### src/hdl/npc_pkg.sv
// ----------------------------------------------------------------------------
// npc_pkg: shared types and codes for the nearest palette color core
// Item kind codes, fixed field widths and the control word passed cell to cell.
// ----------------------------------------------------------------------------
package npc_pkg;

  localparam logic KIND_LOAD  = 1'b0;
  localparam logic KIND_QUERY = 1'b1;

  localparam int SLOT_W = 4;  // entry_index field
  localparam int OUT_W  = 4;  // nearest_index field

  // Control word that travels down the cell chain with each item
  typedef struct packed {
    logic              valid;
    logic              kind;
    logic [SLOT_W-1:0] slot;
    logic [OUT_W-1:0]  best_idx;
  } npc_ctrl_t;

endpackage

### src/hdl/npc_cell.sv
// ----------------------------------------------------------------------------
// npc_cell: one palette slot of the search chain
// Holds one palette entry, takes loads aimed at it, and for queries folds its
// own squared distance into the running best. Two register stages per cell.
// ----------------------------------------------------------------------------
module npc_cell #(
  parameter int COMPONENT_BITS = 8,
  parameter int CELL_ID        = 0
) (
  input  logic                        clk,
  input  logic                        rst_n,
  input  logic                        adv,
  input  npc_pkg::npc_ctrl_t          ctrl_i,
  input  logic [3*COMPONENT_BITS-1:0] color_i,
  input  logic [2*COMPONENT_BITS+1:0] dist_i,
  output npc_pkg::npc_ctrl_t          ctrl_o,
  output logic [3*COMPONENT_BITS-1:0] color_o,
  output logic [2*COMPONENT_BITS+1:0] dist_o
);

  localparam int CB = COMPONENT_BITS;
  localparam int SW = 2 * CB;
  localparam int DW = 2 * CB + 2;
  localparam logic [31:0] ID_VEC = CELL_ID;
  localparam bit ID_FITS = (CELL_ID < (2 ** npc_pkg::SLOT_W));

  logic [3*CB-1:0]    entry_r;
  logic [3*CB-1:0]    entry_nxt;
  npc_pkg::npc_ctrl_t ctrl_a_r;
  logic [3*CB-1:0]    color_a_r;
  logic [DW-1:0]      dist_a_r;
  logic [SW-1:0]      sq_r [3];
  logic [SW-1:0]      sq_nxt [3];
  npc_pkg::npc_ctrl_t ctrl_b_r;
  npc_pkg::npc_ctrl_t ctrl_b_nxt;
  logic [3*CB-1:0]    color_b_r;
  logic [DW-1:0]      dist_b_r;
  logic [DW-1:0]      dist_b_nxt;
  logic [DW-1:0]      sum;
  logic               hit;

  assign hit = ID_FITS && (ctrl_i.slot == ID_VEC[npc_pkg::SLOT_W-1:0]);

  always_comb begin
    entry_nxt = entry_r;
    if (adv && ctrl_i.valid && (ctrl_i.kind == npc_pkg::KIND_LOAD) && hit) begin
      entry_nxt = color_i;
    end
  end

  // Squared component differences against the stored entry
  always_comb begin
    logic [CB-1:0] a;
    logic [CB-1:0] b;
    logic [CB-1:0] d;
    for (int k = 0; k < 3; k++) begin
      a = entry_r[k*CB +: CB];
      b = color_i[k*CB +: CB];
      d = (a >= b) ? (a - b) : (b - a);
      sq_nxt[k] = SW'(d) * SW'(d);
    end
  end

  assign sum = DW'(sq_r[0]) + DW'(sq_r[1]) + DW'(sq_r[2]);

  // Take the entry only when strictly closer: ties keep the lower index
  always_comb begin
    ctrl_b_nxt = ctrl_a_r;
    dist_b_nxt = dist_a_r;
    if (ctrl_a_r.valid && (ctrl_a_r.kind == npc_pkg::KIND_QUERY) && (sum < dist_a_r)) begin
      dist_b_nxt          = sum;
      ctrl_b_nxt.best_idx = ID_VEC[npc_pkg::OUT_W-1:0];
    end
  end

  always_ff @(posedge clk) begin
    if (!rst_n) begin
      entry_r  <= '0;
      ctrl_a_r <= '0;
      ctrl_b_r <= '0;
    end else begin
      entry_r <= entry_nxt;
      if (adv) begin
        ctrl_a_r <= ctrl_i;
        ctrl_b_r <= ctrl_b_nxt;
      end
    end
  end

  always_ff @(posedge clk) begin
    if (adv) begin
      color_a_r <= color_i;
      dist_a_r  <= dist_i;
      for (int k = 0; k < 3; k++) begin
        sq_r[k] <= sq_nxt[k];
      end
      color_b_r <= color_a_r;
      dist_b_r  <= dist_b_nxt;
    end
  end

  assign ctrl_o  = ctrl_b_r;
  assign color_o = color_b_r;
  assign dist_o  = dist_b_r;

endmodule

### config.mk
export PLATFORM = sky130hd
export DESIGN_NAME = npc_cell
export DESIGN_NICKNAME = d
export VERILOG_FILES = /design/src/hdl/npc_pkg.sv /design/src/hdl/npc_cell.sv
export SDC_FILE = /design/constraint.sdc
export NUM_CORES = 1
export LEC_CHECK = 0
export ABC_CLOCK_PERIOD_IN_PS = 6290
export BUFFER_PORTS_ARGS = -buffer_cell sky130_fd_sc_hd__buf_2
export CAP_MARGIN = 30
export CORE_MARGIN = 1.5
export CORE_UTILIZATION = 56
export CTS_CLUSTER_DIAMETER = 100
export DETAILED_ROUTE_END_ITERATION = 10
export GPL_TIMING_DRIVEN = 0
export HOLD_SLACK_MARGIN = 0.15
export PLACE_DENSITY = 0.75
export SLEW_MARGIN = 20
export SYNTH_ARGS = -nofsm -noshare
export SYNTH_HDL_FRONTEND = slang
export SYNTH_SLANG_ARGS = --single-unit
### constraint.sdc
create_clock -name clk -period 6.29 [get_ports clk]
set_input_delay 0.629 -clock clk [delete_from_list [all_inputs] [get_ports clk]]
set_output_delay 0.629 -clock clk [all_outputs]
set_load 0.005 [all_outputs]
==> metrics.csv <==
metric,value,unit
status,finished with violations,
failing checks,negative setup slack,
Worst Min Path Start,dist_i[15],
clk sinks,173,
slowest CP cell,fa_1,
"reg-to-reg slack, setup",-0.15,ns
vias in the first global route,10200,
fin crit period,6.44,ns
Final nets,1884,
register area share after synthesis,33.9,%
GR Util All Layers,22.5,%
Synth warnings,0,
fin crit share,102,%
cell taking the most area after synthesis,edfxtp_1,
Unique masters post-synth,71,
Cells after DPL,1798,
Slew headroom,48.2,%
TritonCTS clock tree,done,
die height,161,um
top-area cell type share of the netlist area,27.6,%
maximum VDD drop,0.000313,V
Lkg Pwr,0.00777,uW
Fill cells,1771,
"critical path fanouts, max",10,
first-pass GRT wire length,46.8,mm
DRC errors left,0,
initial antenna violation count,0,
layout cell share with drive strength beyond 1,22.8,%
hold path cells,1,
final instance count without filler cells,1901,
Ports,107,
crit path capture type,flip-flop,
worst flop-to-flop path startpoint,entry_r[0],
Hold Path Class,input pin to flip-flop,
HPWL Detailed,21.1,mm
Placer Congestion,0.860,
"Arr. time, crit path",6.60,ns
Initial Util,57.4,%
Synth area leaders,"edfxtp_1 28%, ha_1 15%, fa_1 14%",
Core ar.,24500,um2
P&R area growth vs syn,20.7,%
clk slew on worst S/H paths,0.07,ns
"Primary FF master, synth",edfxtp_1,
Iter 0 DRT Violations,467,
Seq cells post-synth,173,
unrepaired setup endpoints after global routing,true,
cell area after synthesis,14000,um2
final hold vios,0,
Clock Latency Late Sink,0.44,ns
largest net degree at the start of global routing,83,
pwr dens,476,nW/um2
Critical R2R Capture,sq_r[0][14],
Die Wd,161,um
Post-Route WL,29.3,mm
clock root cell,clkbuf_16,
PnR worst setup slack,-0.148,ns
Clock Skew,0.0171,ns
vias,10200,
CP peak stage delay,0.56,ns
Core Rows,57,
Worst Path Required,6.46,ns
Worst Reg-to-Reg Cells,22,
total CTS buffers,17,
final setup fails,1,
ys async rst share,0,%
Setup crit start kind,flip-flop,
CTS H-tree lvls,4,
fmax,155,MHz
PortBufs,106,
ant diodes,0,
mean post-synth cell area,10.3,um2
Longest Clk Path Bufs,2,
Antenna Violating Nets Remaining,0,
CP Cell Sequence,"inv_2, ha_4, inv_2, fa_2, a21o_1, a211oi_4, o221ai_4, buf_4, mux2i_1, clkbuf_2, nor2_2, fa_1, fa_1, inv_2, fa_1, fa_1, inv_2, ha_4, or4_4, a41o_1, o41a_1, xor2_2",
Max-Cap Viols,0,
Crit Path Category,flip-flop to flip-flop,
post-layout util,69.2,%
fin. max-slew vios,0,
Post-synth EDFFs,129,
worst slew pin tran,0.773,ns
DIE AREA,26000,um2
WL per Instance,15.4,um
Syn Inst Count,1366,
Hold Crit Endpoint,dist_a_r[15],
global route overflow,0,
First-pass DRT Iterations,5,
post-DR vias/cell,5.36,
==> layout make-up <==
cell class              instances  area [um2]  area share [%]
plain buffers                  27         145           0.857
well taps                     324         405            2.39
repair buffers                180        1180            6.97
clock buffers                  18         429            2.54
clock inverters                14         153           0.902
multi-input cells             937        9000            53.2
inverters                     228         856            5.06
flip-flops and latches        173        4760            28.1
==> stage by stage <==
step	hold slack, ns	area (um2)	total power (uW)	setup TNS, ns	worst slack, ns
2_1_floorplan	0.400	14200	5480	0	0.00282
5_1_grt	0.348	16900	8880	-0.804	-0.310
3_5_place_dp	0.405	15100	6530	-9.51	-0.838
3_3_place_gp	0.402	15100	6370	-8.38	-0.815
4_1_cts	0.341	16100	7730	-0.205	-0.200
6_report	0.365	16900	8060	-0.148	-0.148
==> Yosys cell counts (all sizes together), types with 10 or more instances <==
| master | number |
|---|---|
| nand2 | 59 |
| ha | 168 |
| or2 | 16 |
| a21o | 28 |
| and2 | 23 |
| clkbuf | 20 |
| o21ai | 51 |
| xnor2 | 53 |
| nor2 | 114 |
| mux2 | 14 |
| buf | 10 |
| a21oi | 68 |
| or4 | 10 |
| mux2i | 31 |
| xor2 | 19 |
| nand2b | 11 |
| nor2b | 35 |
| dfxtp | 44 |
| inv | 228 |
| nand3 | 14 |
| fa | 97 |
| nand4 | 10 |
| edfxtp | 129 |
| o21a | 14 |
==> flip-flops by register name, indices dropped and copies added (netlist names) <==
| register | cells |
|---|---|
| sq_r | 45 |
| color_a_r | 24 |
| color_o | 24 |
| entry_r | 24 |
| dist_a_r | 18 |
| dist_o | 18 |
| ctrl_a_r | 10 |
| ctrl_o | 10 |
==> layer usage <==
metal	wire [um]	vias up	track usage, %
met2	15000	211	39.6
met5	0	-	0
li1	-	5000	-
met3	1230	39	4.37
met1	12500	4939	27.7
met4	597	0	7.45
==> worst max-delay path by stage <==
stage	from	endpoint
CTS	entry_r[0]	sq_r[0][14]
finish	entry_r[0]	sq_r[0][14]
floorplan	color_i[0]	sq_r[0][14]
detailed placement	color_i[0]	sq_r[0][14]
global placement	color_i[0]	sq_r[0][15]
global route	entry_r[0]	sq_r[0][14]
==> logic make-up after synthesis <==
family / after synthesis / synth area share [%]
adders and majority gates: 265 / 28.8
AOI/OAI and AO/OA: 226 / 10.5
muxes: 45 / 3.36
xor gates and xnor gates: 72 / 4.60
other: 2 / 0.0535
DFF: 173 / 33.9
and+or+nand+nor: 325 / 11.6
buffers and inverters: 258 / 7.17
==> repair_timing <==
item,CTS,global route
resized for setup,41,93
buffers inserted,20,53
gates cloned,1,0
setup endpoints to repair,14,16
hold buffers,0,0
pin swaps,18,56
==> where the power goes <==
part,switching (uW),total (uW),internal (uW)
Clock,488,1050,562
Combinational,2850,5350,2500
Sequential,96.6,1660,1570
Total,3440,8060,4630
==> cells in the final DEF (no fill, tap or decap), types with 11 or more instances in the layout <==
cell       Yosys  routed
xor2_1        19      12
nand2b_1      11      11
ha_1         168     154
nand3_1       14      11
o21ai_0       50      47
buf_6          4      13
nand2_1       59      58
inv_1        227     214
mux2i_1       30      22
mux2_2        14      14
fa_1          97      92
a21o_1        28      28
edfxtp_1     129     129
buf_2          5     108
clkbuf_16      0      17
xnor2_1       51      47
nor2_1       113     102
o21a_1        14      13
inv_2          1      14
nor2b_1       35      35
clkbuf_1      19      16
a21oi_1       67      58
dfxtp_1       44      42
buf_4          0      63
and2_1        23      23
==> critical path, delay by kind of cell, from the launching register on <==
kind	cells	cell delay, ns
muxes	1	0.24
adders and majority gates	7	2.75
AOI/OAI and AO/OA	5	1.41
DFF	1	0.33
xor gates and xnor gates	1	0.18
buffers and inverters	6	0.69
and+or+nand+nor	2	0.58
No activity file was read; power rests on OpenSTA's default activity.
